File: src/hw/rtl/csim_pkg.sv
package csim_pkg;

	// vector length limit and datapath widths
	localparam int MAX_LENGTH = 4096;
	localparam int ELEM_W     = 16;
	localparam int PROD_W     = 2 * ELEM_W;
	localparam int SUM_W      = 48;
	localparam int RT_W       = SUM_W / 2;
	localparam int REM_W      = RT_W + 3;
	localparam int CNT_W      = $clog2(MAX_LENGTH + 2);
	localparam int SIM_W      = 16;
	localparam int FRAC_W     = 14;
	localparam int Q_W        = FRAC_W + 1;
	localparam int DIV_W      = SUM_W + 1;
	localparam int STEP_W     = $clog2(RT_W);

	// queue between front and back
	localparam int FIFO_DEPTH = 2;
	localparam int FIFO_AW    = $clog2(FIFO_DEPTH);
	localparam int FIFO_CW    = $clog2(FIFO_DEPTH + 1);

	localparam logic [Q_W-1:0] SIM_ONE = Q_W'(1 << FRAC_W);

	// finished sums of one vector pair
	typedef struct packed {
		logic signed [SUM_W-1:0] dot;
		logic [SUM_W-1:0]        norm_a;
		logic [SUM_W-1:0]        norm_b;
		logic                    too_long;
	} job_t;

	// partial remainder and root of the digit-by-digit square root
	typedef struct packed {
		logic [REM_W-1:0] rem;
		logic [RT_W-1:0]  root;
	} sqrt_t;

	// one root bit from the next two radicand bits
	function automatic sqrt_t sqrt_step(input sqrt_t cur, input logic [1:0] pair);
		logic [REM_W-1:0] r;
		logic [REM_W-1:0] trial;
		sqrt_t            nxt;
		r     = {cur.rem[REM_W-3:0], pair};
		trial = REM_W'({cur.root, 2'b01});
		if (r >= trial) begin
			nxt.rem  = r - trial;
			nxt.root = {cur.root[RT_W-2:0], 1'b1};
		end else begin
			nxt.rem  = r;
			nxt.root = {cur.root[RT_W-2:0], 1'b0};
		end
		return nxt;
	endfunction

endpackage

File: src/hw/rtl/csim_if.sv
// element pair channel
interface csim_in_if;
	import csim_pkg::*;
	logic                     valid;
	logic                     ready;
	logic signed [ELEM_W-1:0] elem_a;
	logic signed [ELEM_W-1:0] elem_b;
	logic                     last;
	modport source (output valid, elem_a, elem_b, last, input ready);
	modport sink (input valid, elem_a, elem_b, last, output ready);
endinterface


File: src/hw/rtl/csim_front.sv
module csim_front (
	input  logic           clk,
	input  logic           arst_n,
	csim_in_if.sink        elems,
	input  logic           fifo_full,
	output logic           push,
	output csim_pkg::job_t push_job
);
	import csim_pkg::*;

	localparam logic [CNT_W-1:0] MAX_CNT = CNT_W'(MAX_LENGTH);

	logic [CNT_W-1:0]         cnt_q;
	logic [CNT_W-1:0]         cnt_inc;
	logic                     accept;
	logic                     adv;
	logic                     s1_valid_q;
	logic                     s1_last_q;
	logic                     s1_en_s1;
	logic                     s1_long_s1;
	logic signed [PROD_W-1:0] dot_p_s1;
	logic signed [PROD_W-1:0] na_p_s1;
	logic signed [PROD_W-1:0] nb_p_s1;
	logic signed [SUM_W-1:0]  dot_sum_q;
	logic signed [SUM_W-1:0]  na_sum_q;
	logic signed [SUM_W-1:0]  nb_sum_q;
	logic signed [SUM_W-1:0]  dot_next;
	logic signed [SUM_W-1:0]  na_next;
	logic signed [SUM_W-1:0]  nb_next;

	// stall only when a last request waits for a full queue
	assign adv         = s1_valid_q && !(s1_last_q && fifo_full);
	assign elems.ready = !(s1_valid_q && s1_last_q && fifo_full);
	assign accept      = elems.valid && elems.ready;

	// saturating pair count
	assign cnt_inc = (cnt_q <= MAX_CNT) ? cnt_q + CNT_W'(1) : cnt_q;

	always_ff @(posedge clk or negedge arst_n) begin
		if (!arst_n) begin
			cnt_q <= '0;
		end else if (accept) begin
			cnt_q <= elems.last ? '0 : cnt_inc;
		end
	end

	// stage 1: products
	always_ff @(posedge clk or negedge arst_n) begin
		if (!arst_n) begin
			s1_valid_q <= 1'b0;
			s1_last_q  <= 1'b0;
		end else if (accept) begin
			s1_valid_q <= 1'b1;
			s1_last_q  <= elems.last;
		end else if (adv) begin
			s1_valid_q <= 1'b0;
		end
	end

	always_ff @(posedge clk) begin
		if (accept) begin
			dot_p_s1   <= elems.elem_a * elems.elem_b;
			na_p_s1    <= elems.elem_a * elems.elem_a;
			nb_p_s1    <= elems.elem_b * elems.elem_b;
			s1_en_s1   <= cnt_inc <= MAX_CNT;
			s1_long_s1 <= cnt_inc > MAX_CNT;
		end
	end

	// stage 2: accumulate, hand off on the last pair
	assign dot_next = dot_sum_q + (s1_en_s1 ? SUM_W'(dot_p_s1) : '0);
	assign na_next  = na_sum_q + (s1_en_s1 ? SUM_W'(na_p_s1) : '0);
	assign nb_next  = nb_sum_q + (s1_en_s1 ? SUM_W'(nb_p_s1) : '0);

	always_ff @(posedge clk or negedge arst_n) begin
		if (!arst_n) begin
			dot_sum_q <= '0;
			na_sum_q  <= '0;
			nb_sum_q  <= '0;
		end else if (adv) begin
			if (s1_last_q) begin
				dot_sum_q <= '0;
				na_sum_q  <= '0;
				nb_sum_q  <= '0;
			end else begin
				dot_sum_q <= dot_next;
				na_sum_q  <= na_next;
				nb_sum_q  <= nb_next;
			end
		end
	end

	assign push              = adv && s1_last_q;
	assign push_job.dot      = dot_next;
	assign push_job.norm_a   = na_next;
	assign push_job.norm_b   = nb_next;
	assign push_job.too_long = s1_long_s1;

	// count never passes the saturation point
	a_cnt_bound: assert property (@(posedge clk) disable iff (!arst_n)
		cnt_q <= MAX_CNT + CNT_W'(1))
		else $error("pair count beyond saturation");

endmodule

File: src/flat_wrapper.sv
// flat-port wrapper written by rule: the top's interface ports become plain ports
module csim_front_flat import csim_pkg::*;
  (clk, arst_n, fifo_full, push, push_job, elems_valid, elems_elem_a, elems_elem_b, elems_last, elems_ready);
  csim_in_if elems_i ();
  input  logic clk;
  input  logic arst_n;
  input  logic fifo_full;
  output logic push;
  output csim_pkg::job_t push_job;
  input wire logic [$bits(elems_i.valid)-1:0] elems_valid;
  input wire logic [$bits(elems_i.elem_a)-1:0] elems_elem_a;
  input wire logic [$bits(elems_i.elem_b)-1:0] elems_elem_b;
  input wire logic [$bits(elems_i.last)-1:0] elems_last;
  output wire logic [$bits(elems_i.ready)-1:0] elems_ready;
  assign elems_i.valid = elems_valid;
  assign elems_i.elem_a = elems_elem_a;
  assign elems_i.elem_b = elems_elem_b;
  assign elems_i.last = elems_last;
  assign elems_ready = elems_i.ready;
  csim_front u_core (.clk(clk), .arst_n(arst_n), .elems(elems_i), .fifo_full(fifo_full), .push(push), .push_job(push_job));
endmodule
File: config.mk
export PLATFORM = sky130hd
export DESIGN_NAME = csim_front_flat
export DESIGN_NICKNAME = d
export VERILOG_FILES = /design/src/hw/rtl/csim_pkg.sv /design/src/hw/rtl/csim_if.sv /design/src/hw/rtl/csim_front.sv /design/src/flat_wrapper.sv
export SDC_FILE = /design/constraint.sdc
export NUM_CORES = 2
export LEC_CHECK = 0
export BUFFER_PORTS_ARGS = -buffer_cell sky130_fd_sc_hd__buf_4
export CAP_MARGIN = 20
export CORE_AREA = 2 2 309 235
export DETAILED_ROUTE_END_ITERATION = 6
export DIE_AREA = 0 0 311 237
export GPL_ROUTABILITY_DRIVEN = 1
export PLACE_DENSITY = 0.83
export SYNTH_ARGS = -nofsm -noshare
export SYNTH_HDL_FRONTEND = slang
export SYNTH_SLANG_ARGS = --single-unit
export TNS_END_PERCENT = 20
File: constraint.sdc
create_clock -name clk -period 5.04 [get_ports clk]
set_input_delay 1.008 -clock clk [delete_from_list [all_inputs] [get_ports clk]]
set_output_delay 1.008 -clock clk [all_outputs]
set_load 0.02 [all_outputs]
* Word level (Yosys, flattened, before mapping)
Cells that the tools add are included.
Operators by class: $add $sub $neg 4, $mul 3, $lt $le $gt $ge 3, mux-type cells 10, reduce and logical (&&, ||, !) cells 9
Operators by type and width (number):
- 48-bit two-way mux | 6
- 48-bit adder | 3
- 16-bit by 16-bit multiplier with 32-bit output | 3
- 13-bit <= comparator, second input constant | 2
- 13-bit two-way mux | 2
- 13-bit by 1-bit adder with 13-bit output, second input constant | 1
- 13-bit > comparator, second input constant | 1
- 1-bit logical AND | 6
- 1-bit zero test | 2
- 1-bit two-way mux | 2
- 2-bit nonzero test | 1
Word-level totals: register bits 257, bits of input ports 37, output and inout port bits 147, word-level logic and storage cells 40

* Longest topological paths before layout
depth after elaboration 5, depth in mapped cells 25, gate-level depth less buffers 24

* Worst setup path before layout
Ideal clock, no wire load.
path type input port to flip-flop, start point input elems_elem_b[3], end point register u_core.nb_p_s1[31] (data pin), library setup time 0.259 ns, arrival time 6.961 ns, required time 4.781 ns, slack -2.181 ns, stages on the path 19, path buffers 1, cells stage by stage clkbuf_1 clkinv_1 nor2_1 fa_1 fa_1 fa_1 fa_1 fa_1 inv_1 fa_1 inv_1 ha_1 and3_1 and3_1 a2111oi_2 nor3_1 a2111oi_2 a21oi_1 xnor2_1
On the way: longest elaborated chain between the ends 1
Ends and longest elaborated chain:
- start, declared | RTL line flat_wrapper.sv:12 | input wire logic [$bits(elems_i.elem_b)-1:0] elems_elem_b;
- 16-bit by 16-bit multiplier with 32-bit output | RTL line csim_front.sv:64 | nb_p_s1 <= elems.elem_b * elems.elem_b;
- end signal, assigned | RTL line csim_front.sv:64
- end, declared | RTL line csim_front.sv:23 | logic signed [PROD_W-1:0] nb_p_s1;
Every way passes these cells. A chain may end at the register's enable or synchronous reset.

* Worst setup path in the final report
start point input elems_elem_a[4], end point register u_core.dot_p_s1[31] (data pin)
On the way: longest elaborated chain between the ends 1
Ends and longest elaborated chain:
- start, declared | RTL line flat_wrapper.sv:11 | input wire logic [$bits(elems_i.elem_a)-1:0] elems_elem_a;
- 16-bit by 16-bit multiplier with 32-bit output | RTL line csim_front.sv:62 | dot_p_s1 <= elems.elem_a * elems.elem_b;
- end signal, assigned | RTL line csim_front.sv:62
- end, declared | RTL line csim_front.sv:21 | logic signed [PROD_W-1:0] dot_p_s1;
Every way passes these cells.

==> flow_metrics.py <==
metrics = {
    "setup_path": {
        "cp-start-kind": "input port",
        "path_max_fanout": 10,
        "crit_type": "input port to flip-flop",
        "crit_slowest_cell": "fa_1",
        "cp.required_ns": 5.44,
        "crit_path_end_kind": "flip-flop",
        "cp_common_cell": "inv_1",
        "crit_chain": "buf_6 > buf_6 > nand2_1 > fa_1 > inv_1 > fa_1 > inv_1 > fa_2 > inv_1 > fa_2 > fa_1 > inv_1 > fa_1 > inv_1 > ha_4 > nand4_1 > o211ai_1 > a21oi_2 > a211o_1 > o2111ai_2 > a21oi_2 > xnor2_1",
        "slowest_delay_ns": 0.54,
        "cp.arrival_ns": 7.09,
    },
    "clock_network": {
        "ctsRootBufferMaster": "clkbuf_16",
        "insertion_delay_ns": 0.65,
        "cts_buffer_depth": 3,
        "cts_sinks": 255,
        "cts_buffers": 31,
        "htreeDepth": 1,
        "postCtsHoldBufs": 0,
        "cts_tree": "yes",
        "clkSlewWorstSetupHoldPaths_ns": 0.07,
    },
    "detailed_routing": {
        "route.detailed.drc": 1,
        "wl_mm": 152,
        "first_pass_iters": 7,
        "avgViaCountPerCell": 6.18,
        "wl_met1_mm": 54.8,
        "wl_met2_mm": 68.7,
        "vias": 41100,
        "antenna_left": 0,
        "wl_per_cell_um": 22.8,
        "drt_iter0_markers": 4855,
        "dr.max_layer_used": "met5",
        "met3_length_mm": 17.7,
    },
    "timing": {
        "finalHoldViolations": 0,
        "period_needed_ns": 6.68,
        "fin_skew_ns": 0.0544,
        "worst_pin_slew_ns": 0.913,
        "setup_violations": 103,
        "fmax_mhz": 150,
        "fin_ws_ns": -1.64,
        "drv_slew": 0,
        "layout_worst_path_cycle_share": 1.33,
        "max_slew_margin": 0.391,
        "rsz0062_at_grt": "true",
        "holdWs_ns": 0.410,
    },
    "final_layout": {
        "fin_nets": 6841,
        "area_growth_syn_to_layout_pct": 25.8,
        "drive_gt1_frac": 0.255,
    },
    "yosys": {
        "synth-edff-count": 96,
        "syn_area_per_cell_um2": 9.19,
        "synth_nets": 6126,
        "ys.flop_type": "dfrtp_1",
        "synth_area_mm2": 0.0455,
        "ys_seq_area_frac": 0.151,
        "synthArstFlopShare": 0.624,
        "synth_seq_cells": 255,
        "ys_warn_count": 0,
        "synthCells": 4947,
        "synth_cell_types": 93,
    },
    "grt": {
        "grt_overflow": 0,
        "antenna_found_initial": 5,
        "grt_usage": 0.369,
        "grt_pass1_vias": 41600,
        "grt_pass1_wl_mm": 217,
        "grt_max_degree": 86,
    },
    "place": {
        "post-dp-hpwl_mm": 101,
        "gp_congestion": 0.952,
        "portBuffers": 183,
    },
    "worst_hold_path": {
        "hp-class": "input port to async pin",
    },
    "status": {
        "violations": "DRC, setup timing",
        "status": "complete, but fails checks",
    },
    "die": {
        "start_util": 0.642,
        "ioPinCount": 184,
        "num_rows": 85,
        "dieWidth_um": 311,
        "dieArea_mm2": 0.0737,
        "die_y_um": 237,
        "core_area_mm2": 0.0708,
    },
    "flow_run": {
        "maxCapViolations": 0,
    },
}
==> critical path, delay by kind of cell <==
family                     cells  cell delay (ns)
AOI/OAI and AO/OA              5             1.21
adders and majority gates      7             3.20
xor gates and xnor gates       1             0.13
and+or+nand+nor                2             0.50
buffers and inverters          7             1.00
==> logic make-up (layout without fill, tap and decap cells) <==
logic type / count (synthesis) / in the layout / synth area share
AO/OA/AOI/OAI: 890 / 890 / 0.136
AND/OR/NAND/NOR: 1211 / 1211 / 0.129
multiplexers: 8 / 8 / 0.00179
flip-flops: 255 / 255 / 0.151
XOR/XNOR: 257 / 257 / 0.0495
other: 0 / 2 / 0
buffers and inverters: 1184 / 1924 / 0.0981
adder cells (fa/ha/maj): 1142 / 1142 / 0.434
==> final timing paths <==
path                       slack [ns]                   to  depth (start not counted)                start
setup / recovery                -1.64  u_core.dot_p_s1[31]                         22      elems_elem_a[4]
hold / removal                   0.41  u_core.na_sum_q[12]                          1               arst_n
setup reg to reg                 1.10  u_core.nb_sum_q[47]                         13   u_core.nb_p_s1[31]
hold reg to reg                  0.48  u_core.dot_sum_q[0]                          2  u_core.dot_sum_q[0]
max in group asynchronous        3.58  u_core.nb_sum_q[27]                          2               arst_n
min in group clk                 0.48  u_core.dot_sum_q[0]                          2  u_core.dot_sum_q[0]
==> stage by stage <==
step | cell area (um^2) | utilization | setup TNS (ns) | std cells | setup slack [ns]
after CTS | 55600 | 0.786 | -48.99 | 6592 | -1.20
after floorplan | 46300 | - | -67.22 | 4947 | -1.71
after detailed placement | 52400 | 0.739 | -102.61 | 6478 | -2.09
final | 57200 | 0.808 | -72.36 | 6646 | -1.64
after global placement | 52400 | 0.739 | -93.79 | 6478 | -1.90
after global routing | 57200 | 0.808 | -84.11 | 6644 | -1.69
==> placed cells by master, fill, tap and decap left out, drive strengths merged, types with 30 or more instances in the layout <==
master / netlist / layout
o21ai: 117 / 117
nor3: 40 / 40
a22o: 127 / 127
clkbuf: 186 / 36
edfxtp: 96 / 96
inv: 977 / 980
a21o: 140 / 140
fa: 729 / 729
buf: 16 / 880
xnor2: 195 / 195
a21oi: 235 / 235
ha: 413 / 413
nand2: 426 / 426
and3: 33 / 33
and2: 275 / 275
nand4: 30 / 30
xor2: 62 / 62
nand3: 73 / 73
o21bai: 35 / 35
nor2: 227 / 227
dfrtp: 159 / 159
==> sequential cells by signal, summed over array words and instances, names as in the netlist <==
signal / cells
u_core.cnt_q: 13
u_core.dot_p_s1: 32
u_core.dot_sum_q: 48
u_core.na_p_s1: 31
u_core.na_sum_q: 48
u_core.nb_p_s1: 31
u_core.nb_sum_q: 48
u_core.s1_en_s1: 1
u_core.s1_last_q: 1
u_core.s1_long_s1: 1
u_core.s1_valid_q: 1
==> metal layers <==
metal	GRT usage	vias to the layer above
met2	0.589	2905
met1	0.497	19900
met3	0.0645	939
li1	-	17300
met4	0.165	4
met5	0	-
==> synth_stat cells (6+ instances only) <==
cell type,instances,area (um^2)
xnor2_1,195,1710
nor2b_1,28,175
o31ai_1,13,97.6
o22ai_1,8,50.1
a211o_1,8,70.1
mux2i_1,7,70.1
a221oi_1,8,70.1
o211ai_1,20,150
a21boi_0,7,52.6
a22o_1,127,1110
nand3_1,72,360
a311oi_1,7,61.3
edfxtp_1,96,2880
a31o_2,20,175
o21bai_1,35,263
or2_2,12,75.1
nor2_1,227,852
o21ai_1,6,30.0
a211oi_1,22,165
o21a_1,20,150
clkbuf_1,183,687
ha_1,413,5170
dfrtp_1,159,3980
nand2_1,426,1600
xor2_1,62,543
o2111ai_1,11,96.3
a21oi_1,234,1170
nand2b_1,25,156
or3_1,10,62.6
buf_1,8,30.0
nor3_1,40,200
nand3b_1,6,45.0
and3_1,33,206
and4_1,6,52.6
a21o_1,140,1050
buf_2,7,35.0
o21ai_0,111,556
inv_1,973,3650
fa_1,729,14600
a31oi_1,24,150
nor3b_1,7,52.6
nand4_1,30,188
and2_1,274,1710
==> repair_timing <==
item,CTS,global route
gates resized for setup,408,283
setup endpoints to repair,122,129
gates cloned,3,2
setup buffers,63,51
pin swaps,223,228
==> area by class of cell <==
class / instances / area [um^2]
diodes: 2 / 5.00
clock buffers: 34 / 787
clock inverters: 24 / 194
fillers: 3989 / 13600
inverters: 982 / 3740
multi-input cells: 3508 / 36600
flip-flops and latches: 255 / 6860
well taps: 957 / 1200
repair buffers: 884 / 7800
Power is not shown: default switching activity piles up to over one toggle a cycle in this logic, so the estimate is an artifact.
