===== config.mk =====
export PLATFORM = sky130hd
export DESIGN_NAME = csim_back_flat
export DESIGN_NICKNAME = d
export VERILOG_FILES = /design/src/hw/rtl/csim_pkg.sv /design/src/hw/rtl/csim_if.sv /design/src/hw/rtl/csim_back.sv /design/src/flat_wrapper.sv
export SDC_FILE = /design/constraint.sdc
export NUM_CORES = 2
export LEC_CHECK = 0
export BUFFER_PORTS_ARGS = -buffer_cell sky130_fd_sc_hd__buf_4
export CAP_MARGIN = 0
export CORE_UTILIZATION = 39
export DETAILED_ROUTE_END_ITERATION = 7
export PLACE_DENSITY = 0.59
export REMOVE_ABC_BUFFERS = 1
export SLEW_MARGIN = 15
export SYNTH_ARGS = -nofsm -noshare
export SYNTH_HDL_FRONTEND = slang
export SYNTH_SLANG_ARGS = --single-unit

===== constraint.sdc =====
create_clock -name clk -period 10.75 [get_ports clk]
set_input_delay 2.15 -clock clk [delete_from_list [all_inputs] [get_ports clk]]
set_output_delay 2.15 -clock clk [all_outputs]
set_load 0.03 [all_outputs]

===== src/hw/rtl/csim_pkg.sv =====
package csim_pkg;

	// vector length limit and datapath widths
	localparam int MAX_LENGTH = 4096;
	localparam int ELEM_W     = 16;
	localparam int PROD_W     = 2 * ELEM_W;
	localparam int SUM_W      = 48;
	localparam int RT_W       = SUM_W / 2;
	localparam int REM_W      = RT_W + 3;
	localparam int CNT_W      = $clog2(MAX_LENGTH + 2);
	localparam int SIM_W      = 16;
	localparam int FRAC_W     = 14;
	localparam int Q_W        = FRAC_W + 1;
	localparam int DIV_W      = SUM_W + 1;
	localparam int STEP_W     = $clog2(RT_W);

	// queue between front and back
	localparam int FIFO_DEPTH = 2;
	localparam int FIFO_AW    = $clog2(FIFO_DEPTH);
	localparam int FIFO_CW    = $clog2(FIFO_DEPTH + 1);

	localparam logic [Q_W-1:0] SIM_ONE = Q_W'(1 << FRAC_W);

	// finished sums of one vector pair
	typedef struct packed {
		logic signed [SUM_W-1:0] dot;
		logic [SUM_W-1:0]        norm_a;
		logic [SUM_W-1:0]        norm_b;
		logic                    too_long;
	} job_t;

	// partial remainder and root of the digit-by-digit square root
	typedef struct packed {
		logic [REM_W-1:0] rem;
		logic [RT_W-1:0]  root;
	} sqrt_t;

	// one root bit from the next two radicand bits
	function automatic sqrt_t sqrt_step(input sqrt_t cur, input logic [1:0] pair);
		logic [REM_W-1:0] r;
		logic [REM_W-1:0] trial;
		sqrt_t            nxt;
		r     = {cur.rem[REM_W-3:0], pair};
		trial = REM_W'({cur.root, 2'b01});
		if (r >= trial) begin
			nxt.rem  = r - trial;
			nxt.root = {cur.root[RT_W-2:0], 1'b1};
		end else begin
			nxt.rem  = r;
			nxt.root = {cur.root[RT_W-2:0], 1'b0};
		end
		return nxt;
	endfunction

endpackage


===== src/hw/rtl/csim_if.sv =====


// similarity result channel
interface csim_out_if;
	import csim_pkg::*;
	logic                    valid;
	logic                    ready;
	logic signed [SIM_W-1:0] similarity;
	logic                    zero_norm;
	logic                    too_long;
	modport source (output valid, similarity, zero_norm, too_long, input ready);
	modport sink (input valid, similarity, zero_norm, too_long, output ready);
endinterface


===== src/hw/rtl/csim_back.sv =====
module csim_back (
	input  logic           clk,
	input  logic           arst_n,
	input  logic           empty,
	input  csim_pkg::job_t pop_job,
	output logic           pop,
	csim_out_if.source     result
);
	import csim_pkg::*;

	localparam logic [2:0] ST_IDLE = 3'd0;
	localparam logic [2:0] ST_SQRT = 3'd1;
	localparam logic [2:0] ST_MUL  = 3'd2;
	localparam logic [2:0] ST_CHK  = 3'd3;
	localparam logic [2:0] ST_DIV  = 3'd4;
	localparam logic [2:0] ST_DONE = 3'd5;

	logic [2:0]              state_q;
	logic [STEP_W-1:0]       step_q;
	logic                    neg_q;
	logic                    long_q;
	logic                    zero_q;
	logic [SUM_W-1:0]        mag_q;
	logic [SUM_W-1:0]        va_q;
	logic [SUM_W-1:0]        vb_q;
	sqrt_t                   sa_q;
	sqrt_t                   sb_q;
	sqrt_t                   sa_nxt;
	sqrt_t                   sb_nxt;
	logic [SUM_W-1:0]        den_q;
	logic [DIV_W-1:0]        rem_q;
	logic [DIV_W-1:0]        diff;
	logic                    ge;
	logic [Q_W-1:0]          quo_q;
	logic [Q_W-1:0]          quo_clamp;
	logic signed [SIM_W-1:0] sim_val;
	logic                    out_valid_q;
	logic signed [SIM_W-1:0] out_sim_q;
	logic                    out_zero_q;
	logic                    out_long_q;
	logic                    out_free;
	logic                    job_zero;

	assign pop      = (state_q == ST_IDLE) && !empty;
	assign job_zero = (pop_job.norm_a == '0) || (pop_job.norm_b == '0);
	assign out_free = !out_valid_q || result.ready;

	// root digit steps on both norms
	assign sa_nxt = sqrt_step(sa_q, va_q[SUM_W-1 -: 2]);
	assign sb_nxt = sqrt_step(sb_q, vb_q[SUM_W-1 -: 2]);

	// restoring divide step
	assign ge   = rem_q >= {1'b0, den_q};
	assign diff = ge ? rem_q - {1'b0, den_q} : rem_q;

	// clamp and sign
	assign quo_clamp = (quo_q > SIM_ONE) ? SIM_ONE : quo_q;
	assign sim_val   = neg_q ? -SIM_W'(quo_clamp) : SIM_W'(quo_clamp);

	// sequencer
	always_ff @(posedge clk or negedge arst_n) begin
		if (!arst_n) begin
			state_q <= ST_IDLE;
			step_q  <= '0;
		end else begin
			unique case (state_q)
				ST_IDLE: begin
					if (pop) begin
						step_q  <= STEP_W'(RT_W - 1);
						state_q <= (pop_job.too_long || job_zero) ? ST_DONE : ST_SQRT;
					end
				end
				ST_SQRT: begin
					step_q <= step_q - STEP_W'(1);
					if (step_q == '0) begin
						state_q <= ST_MUL;
					end
				end
				ST_MUL: begin
					state_q <= ST_CHK;
				end
				ST_CHK: begin
					step_q  <= STEP_W'(Q_W - 1);
					state_q <= ({1'b0, mag_q} >= {den_q, 1'b0}) ? ST_DONE : ST_DIV;
				end
				ST_DIV: begin
					step_q <= step_q - STEP_W'(1);
					if (step_q == '0) begin
						state_q <= ST_DONE;
					end
				end
				ST_DONE: begin
					if (out_free) begin
						state_q <= ST_IDLE;
					end
				end
				default: begin
					state_q <= ST_IDLE;
				end
			endcase
		end
	end

	// datapath
	always_ff @(posedge clk) begin
		unique case (state_q)
			ST_IDLE: begin
				if (pop) begin
					neg_q  <= pop_job.dot[SUM_W-1];
					mag_q  <= pop_job.dot[SUM_W-1] ? SUM_W'(-pop_job.dot) : pop_job.dot;
					va_q   <= pop_job.norm_a;
					vb_q   <= pop_job.norm_b;
					sa_q   <= '0;
					sb_q   <= '0;
					long_q <= pop_job.too_long;
					zero_q <= !pop_job.too_long && job_zero;
					quo_q  <= '0;
				end
			end
			ST_SQRT: begin
				sa_q <= sa_nxt;
				sb_q <= sb_nxt;
				va_q <= {va_q[SUM_W-3:0], 2'b00};
				vb_q <= {vb_q[SUM_W-3:0], 2'b00};
			end
			ST_MUL: begin
				den_q <= sa_q.root * sb_q.root;
			end
			ST_CHK: begin
				rem_q <= {1'b0, mag_q};
				quo_q <= SIM_ONE;
			end
			ST_DIV: begin
				rem_q <= {diff[DIV_W-2:0], 1'b0};
				quo_q <= {quo_q[Q_W-2:0], ge};
			end
			ST_DONE: begin
			end
			default: begin
			end
		endcase
	end

	// output register
	always_ff @(posedge clk or negedge arst_n) begin
		if (!arst_n) begin
			out_valid_q <= 1'b0;
		end else if (state_q == ST_DONE && out_free) begin
			out_valid_q <= 1'b1;
		end else if (result.ready) begin
			out_valid_q <= 1'b0;
		end
	end

	always_ff @(posedge clk) begin
		if (state_q == ST_DONE && out_free) begin
			out_sim_q  <= sim_val;
			out_zero_q <= zero_q;
			out_long_q <= long_q;
		end
	end

	assign result.valid      = out_valid_q;
	assign result.similarity = out_sim_q;
	assign result.zero_norm  = out_zero_q;
	assign result.too_long   = out_long_q;

	a_flags_exclusive: assert property (@(posedge clk) disable iff (!arst_n)
		out_valid_q |-> !(out_zero_q && out_long_q))
		else $error("both flags set");

	a_flag_zero_sim: assert property (@(posedge clk) disable iff (!arst_n)
		(out_valid_q && (out_zero_q || out_long_q)) |-> (out_sim_q == '0))
		else $error("flagged result with nonzero similarity");

endmodule


===== src/flat_wrapper.sv =====
// flat-port wrapper written by rule: the top's interface ports become plain ports
module csim_back_flat import csim_pkg::*;
  (clk, arst_n, empty, pop_job, pop, result_valid, result_similarity, result_zero_norm, result_too_long, result_ready);
  csim_out_if result_i ();
  input  logic clk;
  input  logic arst_n;
  input  logic empty;
  input  csim_pkg::job_t pop_job;
  output logic pop;
  output wire logic [$bits(result_i.valid)-1:0] result_valid;
  output wire logic [$bits(result_i.similarity)-1:0] result_similarity;
  output wire logic [$bits(result_i.zero_norm)-1:0] result_zero_norm;
  output wire logic [$bits(result_i.too_long)-1:0] result_too_long;
  input wire logic [$bits(result_i.ready)-1:0] result_ready;
  assign result_valid = result_i.valid;
  assign result_similarity = result_i.similarity;
  assign result_zero_norm = result_i.zero_norm;
  assign result_too_long = result_i.too_long;
  assign result_i.ready = result_ready;
  csim_back u_core (.clk(clk), .arst_n(arst_n), .empty(empty), .pop_job(pop_job), .pop(pop), .result(result_i));
endmodule

After elaboration in Yosys (flattened, before gate mapping):

Index checks and enable logic that the tools add are counted.
Widths: inputs -> output; s select.

* memories kept: 0
* output and inout bits: 20
* flip-flop bits (word level): 384
* memory bits (writable): 0
* bits in latches: 0
* word-level logic and storage cells: 93
* bits in read-only memories: 0
* input bits: 149

* $add $sub $neg: 6
* shift-type cells: 0
* bitwise operators: 0
* eq/ne operators: 9
* reduce and logical (&&, ||, !) cells: 24
* $lt $le $gt $ge: 5
* div/mod/pow operators: 0
* mux-type cells: 27
* $mul: 1

Operators by type and width (number)
* $pmux 49 s2: 3
* $pmux 48 s2: 2
* $mux 49: 3
* $mux 48: 3
* $logic_not 48->1: 2
* $ge 27x26->1: 2
* $sub 25x25->25: 2
* $ge 48x49->1: 1
* $ge 49x48->1: 1
* $mul 24x24->48: 1
* $neg 48->48: 1
* $sub 48x48->48: 1
* $mux 47: 1
* $mux 15: 3
* $pmux 15 s3: 1
* $pmux 3 s6: 1
* $neg 15->16: 1
* $gt 15x15->1 const B: 1
* $mux 3: 5
* $pmux 5 s3: 1
* $reduce_and 2->1: 4
* $eq 3x2->1 const B: 2
* $eq 3x3->1 const B: 2
* $ne 2x1->1 const B: 3
* 14 further kinds: 25

Depth between registers and ports, before layout:

* depth in word-level cells: 6
* gate-level depth with buffers: 29
* mapped depth without buffers: 26

Worst setup path before layout:

OpenSTA, ideal clock, no wires.

* path type: reg2reg
* start point: reg u_core.sa_q[16] in the netlist's numbering
* end point: reg u_core.den_q[45], data pin
* setup slack: 3.377 ns
* clock period less this slack: 7.373 ns
* library setup time: 0.258 ns
* stages on the path, launching flop included: 28
* required time: 10.492 ns
* arrival: 7.115 ns
* buffers on the path: 1
* cell sequence: edfxtp_1 > inv_1 > buf_1 > nor2_1 > fa_1 > fa_1 > inv_1 > fa_1 > inv_1 > fa_1 > inv_1 > fa_1 > inv_1 > fa_1 > inv_1 > fa_1 > inv_1 > ha_1 > a21oi_1 > o21ai_0 > a221o_1 > a21o_1 > o311ai_0 > o211ai_1 > a31oi_1 > o21ai_0 > a31oi_1 > xnor2_1

* cells in the longest elaborated chain, start to end: 1

RTL lines
* start, declared: line csim_back.sv:26 `sqrt_t sa_q;`
* start signal, assigned: line csim_back.sv:121 `sa_q <= sa_nxt;`
* $mul 24x24->48: line csim_back.sv:127 `den_q <= sa_q.root * sb_q.root;`
* end signal, assigned: line csim_back.sv:127
* end, declared: line csim_back.sv:30 `logic [SUM_W-1:0] den_q;`

Every way passes these cells.
A chain may end at the register's enable or synchronous reset.

Final worst setup path:

* start point: reg u_core.sa_q[7] in the netlist's numbering
* end point: reg u_core.den_q[45], data pin

Same word-level chain as after synthesis.

==> results.md <==
- Status: finished, final reports clean
- Critical Path Source Type: flop
- EDFF count, synth: 375
- Clock Skew: 0.0178 ns
- DR iter-0 viols: 2457
- Global Route Usage Sum: 22.3%
- Initial Util: 39.4%
- Clock sinks: 384
- Dpl hpwl: 91000 um
- Fin worst setup slack: 1.86 ns
- Final min period: 8.89 ns
- Synth Warn #: 0
- Crit path to: u_core.den_q[45]$_DFFE_PP_
- Final Max Slew Viols: 0
- Crit path largest cell delay: 1.00 ns
- Chip width: 326 um
- Area Overhead vs Synth: 10.1%
- Share of cells above drive strength 1: 6.73%
- Remaining Overflow, GRT: 0
- Non-filler instance count after layout: 5959
- Via count: 31440
- Initial antenna violation count: 0
- Max cap viols: 0
- DIE AREA: 0.106 mm^2
- Post-CTS resize count: 0
- Flop2flop setup slack: 1.86 ns
- Layout Nets: 5497
- CTS root buf: clkbuf_16
- Crit path DAT: 9.24 ns
- Syn Inst Count: 4494
- Final non-filler cell area: 0.0451 mm^2
- Hold-fix buffers at CTS: 0
- Critical Path Fanout Max: 14
- Worst setup EP type: flop
- Worst min-delay path class: reg -> reg
- Reg-to-reg critical path startpoint: u_core.sa_q[7]$_SDFFCE_PN0P_
- CTS tree: built
- Hold Vio Cnt, Final: 0
- Number of cells after detailed placement: 5870
- Sequential fraction of the synthesis area: 28.0%
- GPL Wtd Cong: 0.940
- Final setup viols: 0
- Area of placed instances: 0.0435 mm^2
- Synthesized area: 0.0410 mm^2
- Mean post-synth cell area: 9.12 um^2
- Max_slew headroom: 22.2%
- Number of global-route vias before repair: 31641
- Synth top area cells: edfxtp_1 27%, fa_1 24%, ha_1 9.9%
- Pre-CTS setup slack: 1.90 ns
- F_max: 112 MHz
- I/O pins: 169
- IO Port Bufs: 168
- R2r endpoint: u_core.den_q[45]$_DFFE_PP_
- Distinct cells, synth: 74
- Post-route clock period utilization: 82.7%
- Yosys top cell area share: 27.5%
- Worst-skew pair later-pin latency: 0.61 ns
- Drt via density: 5.28
- Setup bufs post-CTS: 0
- Final core utilization: 43.4%
- Primary FF master, synth: edfxtp_1
- First-pass GRT wire length: 186000 um
- CP Class: reg -> reg
- Drt drc: 0
- Critical path launch point: u_core.sa_q[7]$_SDFFCE_PN0P_
- Critical path's most frequent cell: fa_1
- CTS Buf Count: 48
- Drt first pass iters: 6
- Fraction of registers with async set or reset after synthesis: 2.34%
- WL final: 118000 um
- Height of the die: 326 um
- Clock buffer depth: 3
- DRT antenna net count: 0
- Yosys reg bits: 384
- Core Rows: 118
- Clk pin slew, worst setup/hold paths: 0.06 ns
- Worst EP required: 11.11 ns
- Slowest-stage cell, CP: a2111oi_1
- Placeable Area: 0.104 mm^2
- Largest net degree at the start of global routing: 167
- Least-Margin Pin Slew: 1.17 ns
- Routed WL per cell: 19.9 um
- Cell Chain, Critical Path: inv_1 -> nor2_1 -> fa_1 -> fa_1 -> inv_1 -> fa_1 -> inv_1 -> fa_1 -> ha_1 -> fa_1 -> inv_1 -> fa_1 -> inv_1 -> ha_1 -> and2_1 -> nand4_1 -> a2111oi_1 -> o311ai_0 -> buf_4 -> o211ai_1 -> a31oi_1 -> o21ai_0 -> a31oi_1 -> xnor2_1
- Yosys top cell by area: edfxtp_1
- N_diodes: 0
- Reg2Reg Depth: 24
- # H-tree levels: 2
- RSZ-0062 raised after global routing: false
==> worst min-delay path by stage <==
stage                                        from                           endpoint  slack [ns]  cells after the start
after floorplan           u_core.long_q$_DFFE_PP_   u_core.result.too_long$_DFFE_PP_        0.40                      0
after global placement    u_core.long_q$_DFFE_PP_   u_core.result.too_long$_DFFE_PP_        0.41                      0
after detailed placement  u_core.zero_q$_DFFE_PP_  u_core.result.zero_norm$_DFFE_PP_        0.41                      0
after CTS                 u_core.zero_q$_DFFE_PP_  u_core.result.zero_norm$_DFFE_PP_        0.43                      0
after global routing      u_core.long_q$_DFFE_PP_   u_core.result.too_long$_DFFE_PP_        0.45                      0
final                     u_core.zero_q$_DFFE_PP_  u_core.result.zero_norm$_DFFE_PP_        0.43                      0
==> sequential cells by signal, indices dropped and copies added, names as in the netlist, 3 cells and up <==
register                  cells
u_core.den_q                 48
u_core.mag_q                 48
u_core.quo_q                 15
u_core.rem_q                 49
u_core.result.similarity     16
u_core.sa_q                  49
u_core.sb_q                  49
u_core.state_q                3
u_core.step_q                 5
u_core.va_q                  48
u_core.vb_q                  48
==> worst max-delay path: cells and delay by family (launching register included) <==
| family | cells | cell delay, ns |
|---|---|---|
| xor+xnor | 1 | 0.13 |
| fa+ha+maj | 8 | 3.72 |
| simple gates | 3 | 0.66 |
| buf+inv | 6 | 1.04 |
| compound gates | 6 | 2.13 |
| flops | 1 | 0.96 |
==> cells by family after synthesis <==
| family | after synthesis | synth area share, % |
|---|---|---|
| simple gates | 1552 | 15.9 |
| buf+inv | 879 | 8.07 |
| fa+ha+maj | 808 | 33.5 |
| compound gates | 678 | 10.3 |
| flops | 384 | 28.0 |
| xor+xnor | 172 | 3.67 |
| mux | 21 | 0.513 |
==> synth_stat cells (26+ instances only) <==
cell	number
a21o_1	90
edfxtp_1	375
nor2_1	524
a211oi_1	26
a21oi_1	223
o31ai_1	28
nand3_1	55
o21ai_0	152
xor2_1	49
nand4_1	36
fa_1	483
xnor2_1	123
nor4_1	32
o21a_1	32
buf_1	29
nand2_1	733
inv_1	666
ha_1	325
clkbuf_1	167
and3_1	33
nor3_1	36
==> layout by cell type (no fill, tap or decap), types with 33 or more instances in the layout <==
| cell type | Yosys | routed |
|---|---|---|
| clkbuf_16 | 0 | 49 |
| buf_4 | 0 | 193 |
| nand3_1 | 55 | 55 |
| fa_1 | 483 | 483 |
| edfxtp_1 | 375 | 375 |
| a21oi_1 | 223 | 222 |
| and3_1 | 33 | 33 |
| nor3_1 | 36 | 33 |
| ha_1 | 325 | 325 |
| nand4_1 | 36 | 36 |
| o21ai_0 | 152 | 152 |
| a21o_1 | 90 | 90 |
| nand2_1 | 733 | 729 |
| inv_1 | 666 | 665 |
| nor2_1 | 524 | 524 |
| xnor2_1 | 123 | 123 |
| xor2_1 | 49 | 49 |
==> metal layers <==
metal / GRT usage [%] / vias up / wire, um
met2: 35.7 / 1001 / 54000
met1: 31.0 / 15522 / 52900
met4: 6.04 / 0 / 3180
met5: 0 / - / 0
li1: - / 14744 / -
met3: 4.11 / 173 / 8330
==> area by class of cell <==
cell class	instances	area (um^2)
Fill cell	10195	58800
Multi-Input combinational cell	3231	26300
Sequential cell	384	11500
Inverter	681	2560
Tap cell	1380	1730
Timing Repair Buffer	194	1470
Clock buffer	55	1270
Clock inverter	34	367
==> stage by stage <==
stage	hold WS [ns]	setup TNS, ns
after floorplan	0.400	-27.55
after global placement	0.410	0
after detailed placement	0.413	0
after CTS	0.431	0
after global routing	0.447	0
final	0.430	0
Power is left out: the tool's default activity adds up to more than one toggle a clock period on the data nets, which glitch-free logic cannot reach.
