===== src/hw/rtl/csim_pkg.sv =====
package csim_pkg;

	// vector length limit and datapath widths
	localparam int MAX_LENGTH = 4096;
	localparam int ELEM_W     = 16;
	localparam int PROD_W     = 2 * ELEM_W;
	localparam int SUM_W      = 48;
	localparam int RT_W       = SUM_W / 2;
	localparam int REM_W      = RT_W + 3;
	localparam int CNT_W      = $clog2(MAX_LENGTH + 2);
	localparam int SIM_W      = 16;
	localparam int FRAC_W     = 14;
	localparam int Q_W        = FRAC_W + 1;
	localparam int DIV_W      = SUM_W + 1;
	localparam int STEP_W     = $clog2(RT_W);

	// queue between front and back
	localparam int FIFO_DEPTH = 2;
	localparam int FIFO_AW    = $clog2(FIFO_DEPTH);
	localparam int FIFO_CW    = $clog2(FIFO_DEPTH + 1);

	localparam logic [Q_W-1:0] SIM_ONE = Q_W'(1 << FRAC_W);

	// finished sums of one vector pair
	typedef struct packed {
		logic signed [SUM_W-1:0] dot;
		logic [SUM_W-1:0]        norm_a;
		logic [SUM_W-1:0]        norm_b;
		logic                    too_long;
	} job_t;

	// partial remainder and root of the digit-by-digit square root
	typedef struct packed {
		logic [REM_W-1:0] rem;
		logic [RT_W-1:0]  root;
	} sqrt_t;

	// one root bit from the next two radicand bits
	function automatic sqrt_t sqrt_step(input sqrt_t cur, input logic [1:0] pair);
		logic [REM_W-1:0] r;
		logic [REM_W-1:0] trial;
		sqrt_t            nxt;
		r     = {cur.rem[REM_W-3:0], pair};
		trial = REM_W'({cur.root, 2'b01});
		if (r >= trial) begin
			nxt.rem  = r - trial;
			nxt.root = {cur.root[RT_W-2:0], 1'b1};
		end else begin
			nxt.rem  = r;
			nxt.root = {cur.root[RT_W-2:0], 1'b0};
		end
		return nxt;
	endfunction

endpackage


===== src/hw/rtl/csim_fifo.sv =====
module csim_fifo (
	input  logic           clk,
	input  logic           arst_n,
	input  logic           push,
	input  csim_pkg::job_t push_job,
	output logic           full,
	input  logic           pop,
	output logic           empty,
	output csim_pkg::job_t pop_job
);
	import csim_pkg::*;

	job_t               mem_q [FIFO_DEPTH];
	logic [FIFO_AW-1:0] wr_q;
	logic [FIFO_AW-1:0] rd_q;
	logic [FIFO_CW-1:0] cnt_q;

	assign full    = cnt_q == FIFO_CW'(FIFO_DEPTH);
	assign empty   = cnt_q == '0;
	assign pop_job = mem_q[rd_q];

	// storage
	always_ff @(posedge clk) begin
		if (push) begin
			mem_q[wr_q] <= push_job;
		end
	end

	// pointers and fill count
	always_ff @(posedge clk or negedge arst_n) begin
		if (!arst_n) begin
			wr_q  <= '0;
			rd_q  <= '0;
			cnt_q <= '0;
		end else begin
			if (push) begin
				wr_q <= (wr_q == FIFO_AW'(FIFO_DEPTH - 1)) ? '0 : wr_q + FIFO_AW'(1);
			end
			if (pop) begin
				rd_q <= (rd_q == FIFO_AW'(FIFO_DEPTH - 1)) ? '0 : rd_q + FIFO_AW'(1);
			end
			cnt_q <= cnt_q + FIFO_CW'(push) - FIFO_CW'(pop);
		end
	end

	a_no_overflow: assert property (@(posedge clk) disable iff (!arst_n)
		full |-> !push)
		else $error("push into full queue");

	a_no_underflow: assert property (@(posedge clk) disable iff (!arst_n)
		empty |-> !pop)
		else $error("pop from empty queue");

endmodule


===== config.mk =====
export PLATFORM = sky130hd
export DESIGN_NAME = csim_fifo
export DESIGN_NICKNAME = d
export VERILOG_FILES = /design/src/hw/rtl/csim_pkg.sv /design/src/hw/rtl/csim_fifo.sv
export SDC_FILE = /design/constraint.sdc
export NUM_CORES = 1
export LEC_CHECK = 0
export ABC_AREA = 1
export BUFFER_PORTS_ARGS = -buffer_cell sky130_fd_sc_hd__buf_4
export CAP_MARGIN = 25
export CORE_MARGIN = 5
export CORE_UTILIZATION = 45
export CTS_CLUSTER_SIZE = 10
export DETAILED_ROUTE_END_ITERATION = 8
export PLACE_DENSITY = 0.66
export SYNTH_ARGS = -nofsm -noshare
export SYNTH_HDL_FRONTEND = slang
export SYNTH_SLANG_ARGS = --single-unit

===== constraint.sdc =====
create_clock -name clk -period 16.4 [get_ports clk]
set_input_delay 1.64 -clock clk [delete_from_list [all_inputs] [get_ports clk]]
set_output_delay 1.64 -clock clk [all_outputs]
set_load 0.02 [all_outputs]

# Word level (Yosys, flattened, before mapping)
# Memory sizes are Yosys's and may differ from the RTL's.
# Index checks and enable logic that the tools add are counted.
dict set report totals {
  regBits 4
  latch_bits 0
  ramBits 290
  romBits 0
  in_bits 149
  memories 1
}
# name words word_bits read_ports rd_ports_with_merged_regs write_ports line_no
set mem_list {}
lappend mem_list {mem_q 2 145 1 0 1 csim_fifo.sv:13} ;# job_t mem_q [FIFO_DEPTH];
dict set report op_classes {
  add_sub_neg 4
  n_mul 0
  n_div 0
  order_cmp 0
  n_eq_ne 1
  shift 0
  mux 4
  bitwise 0
  reduce_logical 1
}
# op count
set ops {}
lappend ops {{two-way mux 1 bit} 4}
lappend ops {{adder 1 bit, second input constant} 2}
lappend ops {{adder 2 x 1 -> 2 bit} 1}
lappend ops {{equality test 2 bit, second input constant} 1}
lappend ops {{zero test 2 bit} 1}
lappend ops {{subtractor 2 x 1 -> 2 bit} 1}

# Logic depth before layout (Yosys ltp)
# Gate-level depths: netlist of the first run.
dict set report depth {
  word_depth 2
  ltp_mapped 7
}

# Least setup slack after synthesis of the first run
# OpenSTA, ideal clock, no wires.
dict set report synth_path {
  kind {in2reg}
  start {in push}
  end {mem mem_q[0][0] in the netlist's numbering (enable)}
  setup_time_ps 655
  t_arrival_ps 7743
  path_slack_ps 8002
  cell_stages 2
  cell_sequence {inv_1 > nor2_1}
}
dict set report synth_via {
  elab_chain_cells 2
}
# element line_no
set synth_lines {}
lappend synth_lines {{start, declared} csim_fifo.sv:4} ;# input logic push,
lappend synth_lines {{two-way mux 1 bit} csim_fifo.sv:24} ;# if (push) begin
lappend synth_lines {{two-way mux 1 bit (not written as such)} csim_fifo.sv:25} ;# mem_q[wr_q] <= push_job;
lappend synth_lines {{end, declared} csim_fifo.sv:13}
# Every way passes these cells.

==> metrics.txt, run 1 <==
crit-path max FO 99; Post-Syn Area 11000 um2; Peak VDD IR 113 uV; number of global-route vias before repair 6469; Seq/Total Area, Yosys 80.0%; final core utilization 59.6%; CP endpoint kind primary output; TNS Setup 0 ns; Final Wtd Congestion 0.754; Detail Placement HPWL 14700 um; Area contributors post-synth edfxtp_1, o21ai_0, inv_1; vias per cell 4.60; maximum root-to-sink buffer count 3; Final Slew Violations 0; Post-CTS Setup Repair Bufs 0; Worst setup SP type register; library cells used by synthesis 14; Synth Area per Inst 14.1 um2; Leak 6.08 nW; TritonCTS clock tree built; Avg WL per Cell 15.7 um; max-cap violations 0; synthesis-to-finish area growth 30.9%; GRT overflow 0; TritonRoute pass-1 iters 6; RSZ-0062 raised after global routing no; num ports 296; final std cells w/o fill 1427; Cell Rows 57; Die Y 166 um; CTS clk-pin slew, worst paths 0.05 ns; DRC 0; final period utilization 27.5%; clk_skew 0.00924 ns; largest area contributor in the netlist edfxtp_1; kind of critical path reg -> out; first-pass GRT wire length 34400 um; Placeable Area 24200 um2; Die X 166 um; pin count of the biggest net entering global routing 103; Setup-failing EPs final 0; Mapped Cells 782; CP bufs+invs 2; Yosys top cell area share 79.1%; Final Hold Vio Count 0; most frequent CP cell buf_4; commonest non-fill, non-tap cell in the layout buf_4; relative slew slack 31.9%; Yosys reg bits 294; Ys Warns 0; clock latency on the worst-skew pair 0.49 ns; fin area 14400 um2; total clock sinks 294; # nets final 1239; Crit path largest cell delay 0.95 ns; placed insts 1374; total track usage 15.6%; initial antenna violation count 1; Tightest Hold Check Type reg -> reg; Total Power 2.63 mW; clock root buffer clkbuf_16; layout cells sized above 1 31.0%; crit path DAT 2.88 ns; Post-Syn Nets 933; commonest cells after routing, fill and taps aside buf_4, edfxtp_1, inv_1, nand2_1, o21ai_0; total CTS buffers 35; DR iter-0 viols 348; Slowest-stage cell, CP dfrtp_4; fmax 221 MHz; Placed Area 13400 um2; CP cell instances buf_4, o21ai_0, buf_4; total length of routed wires 22400 um; outcome completed; ANT nets after route 0; post-layout minimum cycle time 4.52 ns; CTS resizes 0; WP data required 14.76 ns; Port Buffers 295; P per Cell Area 182 nW/um2; # hold bufs at CTS 0; H-tree levels 2; top cell family by delay on the critical path buffers and inverters; Die ar. 27700 um2; initial core utilization 45.6%; worst slew pin tran 1.02 ns; via count 6559
-- per-layer routing --
layer | global-route usage (%) | share of wire, % | up-vias
li1 | - | - | 3243
met1 | 19.1 | 40 | 3047
met2 | 25.4 | 48 | 223
met3 | 6.12 | 8.9 | 46
met4 | 5.23 | 2.9 | 0
met5 | 0 | 0 | -
-- worst reg2reg max path, delay by kind of cell (launching register included) --
family	cells	cell delay, ns
buffers and inverters	2	1.41
flip-flops	1	0.42
AND/OR/NAND/NOR	1	0.14
-- path summary, 6_finish.rpt --
kind | start | to | slack [ns] | cells past startpoint
setup / recovery | rd_q$_DFFE_PN0P_ | pop_job[12] | 11.88 | 3
hold / removal | wr_q$_DFFE_PN0P_ | wr_q$_DFFE_PN0P_ | 0.56 | 1
setup reg to reg | wr_q$_DFFE_PN0P_ | mem_q[1][123]$_DFFE_PP_ | 13.95 | 3
hold reg to reg | wr_q$_DFFE_PN0P_ | wr_q$_DFFE_PN0P_ | 0.56 | 1
max in group asynchronous | arst_n | rd_q$_DFFE_PN0P_ | 15.34 | 1
min in group asynchronous | arst_n | wr_q$_DFFE_PN0P_ | 0.94 | 1
-- report_power, final --
| group | leakage, nW | switching [mW] | internal (mW) |
|---|---|---|---|
| sequential | 2.77 | 0.0605 | 0.999 |
| clock | 0.476 | 0.259 | 0.406 |
| combinational | 2.83 | 0.578 | 0.326 |
| total | 6.08 | 0.898 | 1.73 |
-- cell type report --
class / count / area (um2)
fillers: 1890 / 9760
flip-flops and latches: 294 / 8810
repair buffers: 301 / 2280
multi-input cells: 304 / 1360
clock buffers: 49 / 971
inverters: 152 / 576
well taps: 324 / 405
clock inverters: 2 / 8.76
diodes: 1 / 2.50
-- stage by stage --
stage	worst slack [ns]	hold WS (ns)
after floorplan	8.00	0.461
after global placement	12.32	0.532
after detailed placement	12.32	0.551
after CTS	11.81	0.561
after global routing	11.66	0.568
final	11.88	0.560
-- kinds of logic (layout without fill, tap and decap cells) --
group / count (synthesis) / count (layout) / synth area share (%)
buffers and inverters: 184 / 504 / 7.76
xor gates and xnor gates: 2 / 2 / 0.159
and+or+nand+nor: 155 / 155 / 5.29
DFF: 294 / 294 / 80.0
other: 0 / 1 / 0
adders and majority gates: 2 / 2 / 0.227
AOI/OAI and AO/OA: 145 / 145 / 6.59
-- sequential cells by signal, summed over array words and instances (netlist names) --
name / count
cnt_q: 2
rd_q: 1
mem_q: 290
wr_q: 1
-- cells in the mapped netlist (all sizes together) --
cell type,count
xor2,2
edfxtp,290
inv,152
buf,26
o21ai,145
nand2,151
nor2,3
clkbuf,6
nand3,1
ha,2
dfrtp,4
No activity file was read; power rests on OpenSTA's default activity.
==> inputs of run 2 (changes only) <==
--- a/config.mk
+++ b/config.mk
@@ -5,14 +5,14 @@
 export SDC_FILE = /design/constraint.sdc
 export NUM_CORES = 1
 export LEC_CHECK = 0
-export ABC_AREA = 1
+export ABC_AREA = 0
 export BUFFER_PORTS_ARGS = -buffer_cell sky130_fd_sc_hd__buf_4
 export CAP_MARGIN = 25
 export CORE_MARGIN = 5
 export CORE_UTILIZATION = 45
 export CTS_CLUSTER_SIZE = 10
 export DETAILED_ROUTE_END_ITERATION = 8
-export PLACE_DENSITY = 0.66
+export PLACE_DENSITY = 0.69
 export SYNTH_ARGS = -nofsm -noshare
 export SYNTH_HDL_FRONTEND = slang
 export SYNTH_SLANG_ARGS = --single-unit
==> constraint.sdc (replaced) <==
create_clock -name clk -period 3.8 [get_ports clk]
set_input_delay 0.38 -clock clk [delete_from_list [all_inputs] [get_ports clk]]
set_output_delay 0.38 -clock clk [all_outputs]
set_load 0.02 [all_outputs]
==> run 2 against run 1 <==
  * Synthesized cell count shrank 40%
  * Sequential power grew to 4.3 times the previous value
  * Utilization rose by 1.4 points
  * Register-to-register slack worse by 12 ns
  * Die area is 2.3% lower
  * Sequential cell count unchanged
  * Final cell count shrank 21%
  * Sequential share of layout area rose by 0.42 points
  * Count of clock-buffer cells in the layout rose by 2
  * Worst setup slack lost 11 ns
  * Critical endpoint is now pop_job[64]
  * Largest cell class unchanged
  * Highest routed layer unchanged
==> metrics.txt, run 2 <==
initial antenna violation count 1; worst slew pin tran 0.697 ns; max FFs per register 290; GR Util met3 5.79%; DR iter-0 viols 286; async set-reset flop share out of synthesis 1.36%; Peak VDD IR 497 uV; Worst R2R Setup Slack 2.04 ns; max-cap violations 0; HP Start push_job[58]; Setup-failing EPs final 0; GRT overflow 0; Critical R2R Capture mem_q[1][41]$_DFFE_PP_; post-layout minimum cycle time 2.86 ns; P per Cell Area 778 nW/um2; Yosys top cell area share 81.1%; Placed Area 13300 um2; Synth Area per Inst 23.1 um2; Seq/Total Area, Yosys 82.0%; Yosys reg bits 294; largest area contributor in the netlist edfxtp_1; Avg WL per Cell 19.7 um; worst hold margin 0.0754 ns; Worst setup SP type register; clock latency on the worst-skew pair 0.48 ns; worst min-delay path endpoint mem_q[1][58]$_DFFE_PP_; Die Y 165 um; maximum root-to-sink buffer count 3; total CTS buffers 35; fmax 350 MHz; RSZ-0062 raised after global routing no; CTS resizes 0; Post-Syn Nets 617; clock root buffer clkbuf_16; CP bufs+invs 2; number of global-route vias before repair 6063; Total Power 11.1 mW; # nets final 945; Port Buffers 295; hold path cells 1; GRT met1 Usage 17.8%; gr busiest metal met2; Slowest-stage cell, CP dfrtp_4; Post-synth EDFFs 290; Final Hold Vio Count 0; clk_skew 0.00702 ns; Area contributors post-synth edfxtp_1, mux2_2, clkbuf_8; kind of critical path reg -> out; library cells used by synthesis 12; Top FF cell, synth edfxtp_1; Reg with most FFs mem_q; Leak 5.38 nW; Final Slew Violations 0; Placeable Area 23500 um2; commonest cells after routing, fill and taps aside buf_4, edfxtp_1, mux2_2, clkbuf_16, clkbuf_1; initial core utilization 45.8%; worst r2r path cells 2; first-pass GRT wire length 32700 um; Final Wtd Congestion 0.748; FF+latch area 8810 um2; DRC 0; Cell Rows 56; fin area 14300 um2; placed insts 1074; crit path DAT 2.48 ns; Crit path largest cell delay 0.73 ns; Die X 165 um; top cell family by delay on the critical path flip-flops; num ports 296; Die ar. 27100 um2; commonest cells in the synthesized netlist edfxtp_1, mux2_2, clkbuf_8; CTS clk-pin slew, worst paths 0.05 ns; synthesis-to-finish area growth 33.3%; relative slew slack 53.6%; H-tree levels 2; worst reg2reg path startpoint wr_q$_DFFE_PN0P_; met2 usage 27.6%; via count 5463; vias per cell 4.83; Tightest Hold Check Type in -> reg; total length of routed wires 22300 um; final period utilization 75.2%; Fillers 1676; Largest regs mem_q: 290 flops, cnt_q: 2 flops; area of the multi-input gates 1730 um2; TritonRoute pass-1 iters 5; outcome completed; Post-Syn Area 10700 um2; Ys Warns 0; Detail Placement HPWL 15300 um; CP cell instances buf_12, mux2_2, buf_4; total track usage 15.8%; Mapped Cells 466; crit-path max FO 112; pin count of the biggest net entering global routing 113; WP data required 3.42 ns; TNS Setup 0 ns; CP endpoint kind primary output; layout cells sized above 1 60.6%; total clock sinks 294; final std cells w/o fill 1130; most frequent cell after synthesis edfxtp_1; commonest non-fill, non-tap cell in the layout buf_4; TritonCTS clock tree built; ANT nets after route 0
run 2: cell count changes after synthesis, moves of 2 or more:
cell      previous run  this run
inv_1              152         2
o21ai_1             16         0
buf_4                6         0
buf_6                9         6
clkbuf_8             6        10
nand2_1            151         0
nor2_1               3         1
o21ai_0            129         0
buf_2               11         0
mux2_2               0       145
nor2b_1              0         2
run 2: repair_timing:
action	in CTS	in global routing
setup buffers	0	0
hold buffers	1	0
endpoints found under the hold margin	4	0
run 2: worst max path at each step:
stage | startpoint | endpoint | slack, ns | cells past startpoint
final | rd_q$_DFFE_PN0P_ | pop_job[64] | 0.94 | 3
after global routing | rd_q$_DFFE_PN0P_ | pop_job[64] | 0.85 | 3
after CTS | rd_q$_DFFE_PN0P_ | pop_job[46] | 0.93 | 3
after detailed placement | rd_q$_DFFE_PN0P_ | pop_job[46] | 1.46 | 3
after global placement | rd_q$_DFFE_PN0P_ | pop_job[46] | 1.49 | 3
after floorplan | wr_q$_DFFE_PN0P_ | mem_q[0][0]$_DFFE_PP_ | 0.80 | 1
run 2: area by class of cell:
| class | count | share of cell area, % |
|---|---|---|
| Sequential cell | 294 | 61.6 |
| Timing Repair Buffer | 307 | 16.6 |
| Multi-Input combinational cell | 154 | 12.1 |
| Clock buffer | 51 | 6.83 |
| Tap cell | 319 | 2.79 |
| Clock inverter | 2 | 0.0524 |
| Inverter | 2 | 0.0524 |
| Antenna cell | 1 | 0.0175 |
run 2: power breakdown:
group | internal [mW] | switching, mW | total [mW]
clock network | 1.76 | 1.12 | 2.87
logic | 1.72 | 2.04 | 3.76
registers | 4.30 | 0.208 | 4.51
total | 7.78 | 3.36 | 11.1
run 2: cell families (layout without fill, tap and decap cells):
logic type / Yosys count / in the layout / share of synthesized area [%]
flip-flops: 294 / 294 / 82.0
adder cells (fa/ha/maj): 2 / 2 / 0.233
other: 0 / 1 / 0
AND/OR/NAND/NOR: 4 / 4 / 0.210
multiplexers: 145 / 145 / 15.2
XOR/XNOR: 3 / 3 / 0.384
buffers and inverters: 18 / 362 / 1.98
run 2: worst register-to-register path, delay by kind of cell (launching register included):
| family | cells | cell delay, ns |
|---|---|---|
| buffers and inverters | 1 | 0.60 |
| and+or+nand+nor | 1 | 0.32 |
| DFF | 1 | 0.42 |
run 2: stage by stage:
step                util (%)  setup slack, ns
floorplan                  -            0.802
global placement        56.6             1.49
detailed placement      56.6             1.46
CTS                     60.9            0.926
global route            61.0            0.849
finish                  61.0            0.942
run 2: metal layers:
metal  routed length (um)  up-vias
li1                     -     2515
met1                 8000     2667
met2                11400      229
met3                 2200       52
met4                  691        0
met5                    0        -
==> inputs of run 3 (changes only) <==
--- a/config.mk
+++ b/config.mk
@@ -5,7 +5,7 @@
 export SDC_FILE = /design/constraint.sdc
 export NUM_CORES = 1
 export LEC_CHECK = 0
-export ABC_AREA = 0
+export ABC_AREA = 1
 export BUFFER_PORTS_ARGS = -buffer_cell sky130_fd_sc_hd__buf_4
 export CAP_MARGIN = 25
 export CORE_MARGIN = 5
==> constraint.sdc (replaced) <==
create_clock -name clk -period 2.5 [get_ports clk]
set_input_delay 0.25 -clock clk [delete_from_list [all_inputs] [get_ports clk]]
set_output_delay 0.25 -clock clk [all_outputs]
set_load 0.02 [all_outputs]
==> run 3 against run 2 <==
  * Via count up 34%
  * Clock power up 55%
  * Sequential power up 50%
  * Critical path type unchanged
  * Count of clock-buffer cells in the layout down 7
  * Final cell count up 40%
  * Register-to-register slack worse by 1.3 ns
  * Sequential share of layout area down 6.5 points
==> metrics.txt, run 3 (same netlist as run 1, synthesis figures left out) <==
Worst setup SP type register; TritonRoute pass-1 iters 5; number of global-route vias before repair 7889; Post-CTS Setup Repair Bufs 0; total CTS buffers 35; crit-path max FO 147; DR iter-0 viols 547; combinational group share of total power 36.9%; Detail Placement HPWL 15600 um; Placed Area 13500 um2; CTS resizes 0; Tightest Hold Check Type in -> async; routed wl met2 13700 um; kind of critical path reg -> out; Peak VDD IR 820 uV; layout cells sized above 1 27.9%; P per Cell Area 1110 nW/um2; placed insts 1381; Final Slew Violations 0; DRC 0; pin count of the biggest net entering global routing 148; Die ar. 27700 um2; Clock power frac 25.0%; initial antenna violation count 1; top cell family by delay on the critical path flip-flops; # hold bufs at CTS 148; vias per cell 4.64; total length of routed wires 25700 um; outcome completed; synthesis-to-finish area growth 45.4%; CTS clk-pin slew, worst paths 0.05 ns; CP endpoint kind primary output; total track usage 18.2%; num ports 296; via count 7319; switching power 6.11 mW; GRT overflow 0; CP bufs+invs 2; max-cap violations 0; final std cells w/o fill 1577; Cell Rows 57; maximum root-to-sink buffer count 3; # nets final 1393; met3 routed WL 1520 um; Slowest-stage cell, CP dfrtp_4; Largest regs mem_q: 290 flops, cnt_q: 2 flops; post-layout minimum cycle time 2.17 ns; Die Y 166 um; top layer in use met4; commonest cells after routing, fill and taps aside buf_4, edfxtp_1, inv_1, nand2_1, dlygate4sd3_1; Final Hold Vio Count 0; WP data required 2.25 ns; initial core utilization 45.6%; relative slew slack 58.6%; clock root buffer clkbuf_16; Final Wtd Congestion 0.777; H-tree levels 2; Leak 6.74 nW; Die X 166 um; Avg WL per Cell 16.3 um; TNS Setup 0 ns; TritonCTS clock tree built; RSZ-0062 raised after global routing no; final period utilization 87.0%; Cell Int Power 11.7 mW; max FFs per register 290; CP cell instances buf_12, o21ai_0, buf_4; Reg power frac 38.1%; clock latency on the worst-skew pair 0.48 ns; Placeable Area 24200 um2; first-pass GRT wire length 40500 um; worst slew pin tran 0.621 ns; clk_skew 0.00674 ns; worst hold margin 0.117 ns; fin area 16000 um2; fmax 460 MHz; total clock sinks 294; Port Buffers 295; Crit. path cell count 3; worst r2r path cells 3; Reg with most FFs mem_q; Crit path largest cell delay 0.50 ns; Sw Share 34.3%; ANT nets after route 0; M1 wire length 9600 um; Setup-failing EPs final 0; crit path DAT 1.92 ns; commonest non-fill, non-tap cell in the layout buf_4
run 3: area by class of cell:
type                    instances  area [um2]
clock buffers                  44         952
repair buffers                455        3870
inverters                     152         574
diodes                          3        7.51
clock inverters                 1        30.0
flip-flops and latches        294        8810
multi-input cells             304        1360
well taps                     324         405
fillers                      1713        8160
run 3: path summary, 6_finish.rpt:
| kind | from | to | slack [ns] |
|---|---|---|---|
| worst min-delay path | arst_n | cnt_q[0]$_DFF_PN0_ | 0.12 |
| max in group asynchronous | arst_n | rd_q$_DFFE_PN0P_ | 2.26 |
| min in group clk | push_job[7] | mem_q[0][7]$_DFFE_PP_ | 0.49 |
| worst max-delay path | rd_q$_DFFE_PN0P_ | pop_job[57] | 0.33 |
| worst max register to register | wr_q$_DFFE_PN0P_ | mem_q[1][34]$_DFFE_PP_ | 0.79 |
| worst min register to register | wr_q$_DFFE_PN0P_ | wr_q$_DFFE_PN0P_ | 0.57 |
run 3: stage by stage:
step           setup slack [ns]  power [mW]  utilization (%)
3_3_place_gp              0.812        13.1             56.0
6_report                  0.325        17.8             66.2
2_1_floorplan            -0.533        10.6                -
5_1_grt                   0.193        18.7             66.2
4_1_cts                   0.348        18.0             66.2
3_5_place_dp              0.762        13.2             56.0
run 3: power groups by stage:
| stage | sequential, mW | clock (mW) | combinational, mW |
|---|---|---|---|
| finish | 6.78 | 4.46 | 6.57 |
| global route | 6.86 | 4.81 | 7.07 |
| CTS | 6.78 | 4.58 | 6.60 |
| detailed placement | 6.87 | 0 | 6.38 |
| global placement | 6.83 | 0 | 6.28 |
| floorplan | 6.88 | 0 | 3.72 |
run 3: worst register-to-register path: stages, from the launching register on:
cell	delay (ns)
dfrtp_1	0.43
nand2_2	0.10
clkinvlp_4	0.46
buf_12	0.39
run 3: per-layer routing:
layer	global-route usage (%)	up-vias
li1	-	3548
met1	20.8	3447
met2	33.2	262
met3	4.01	62
met4	7.33	0
met5	0	-
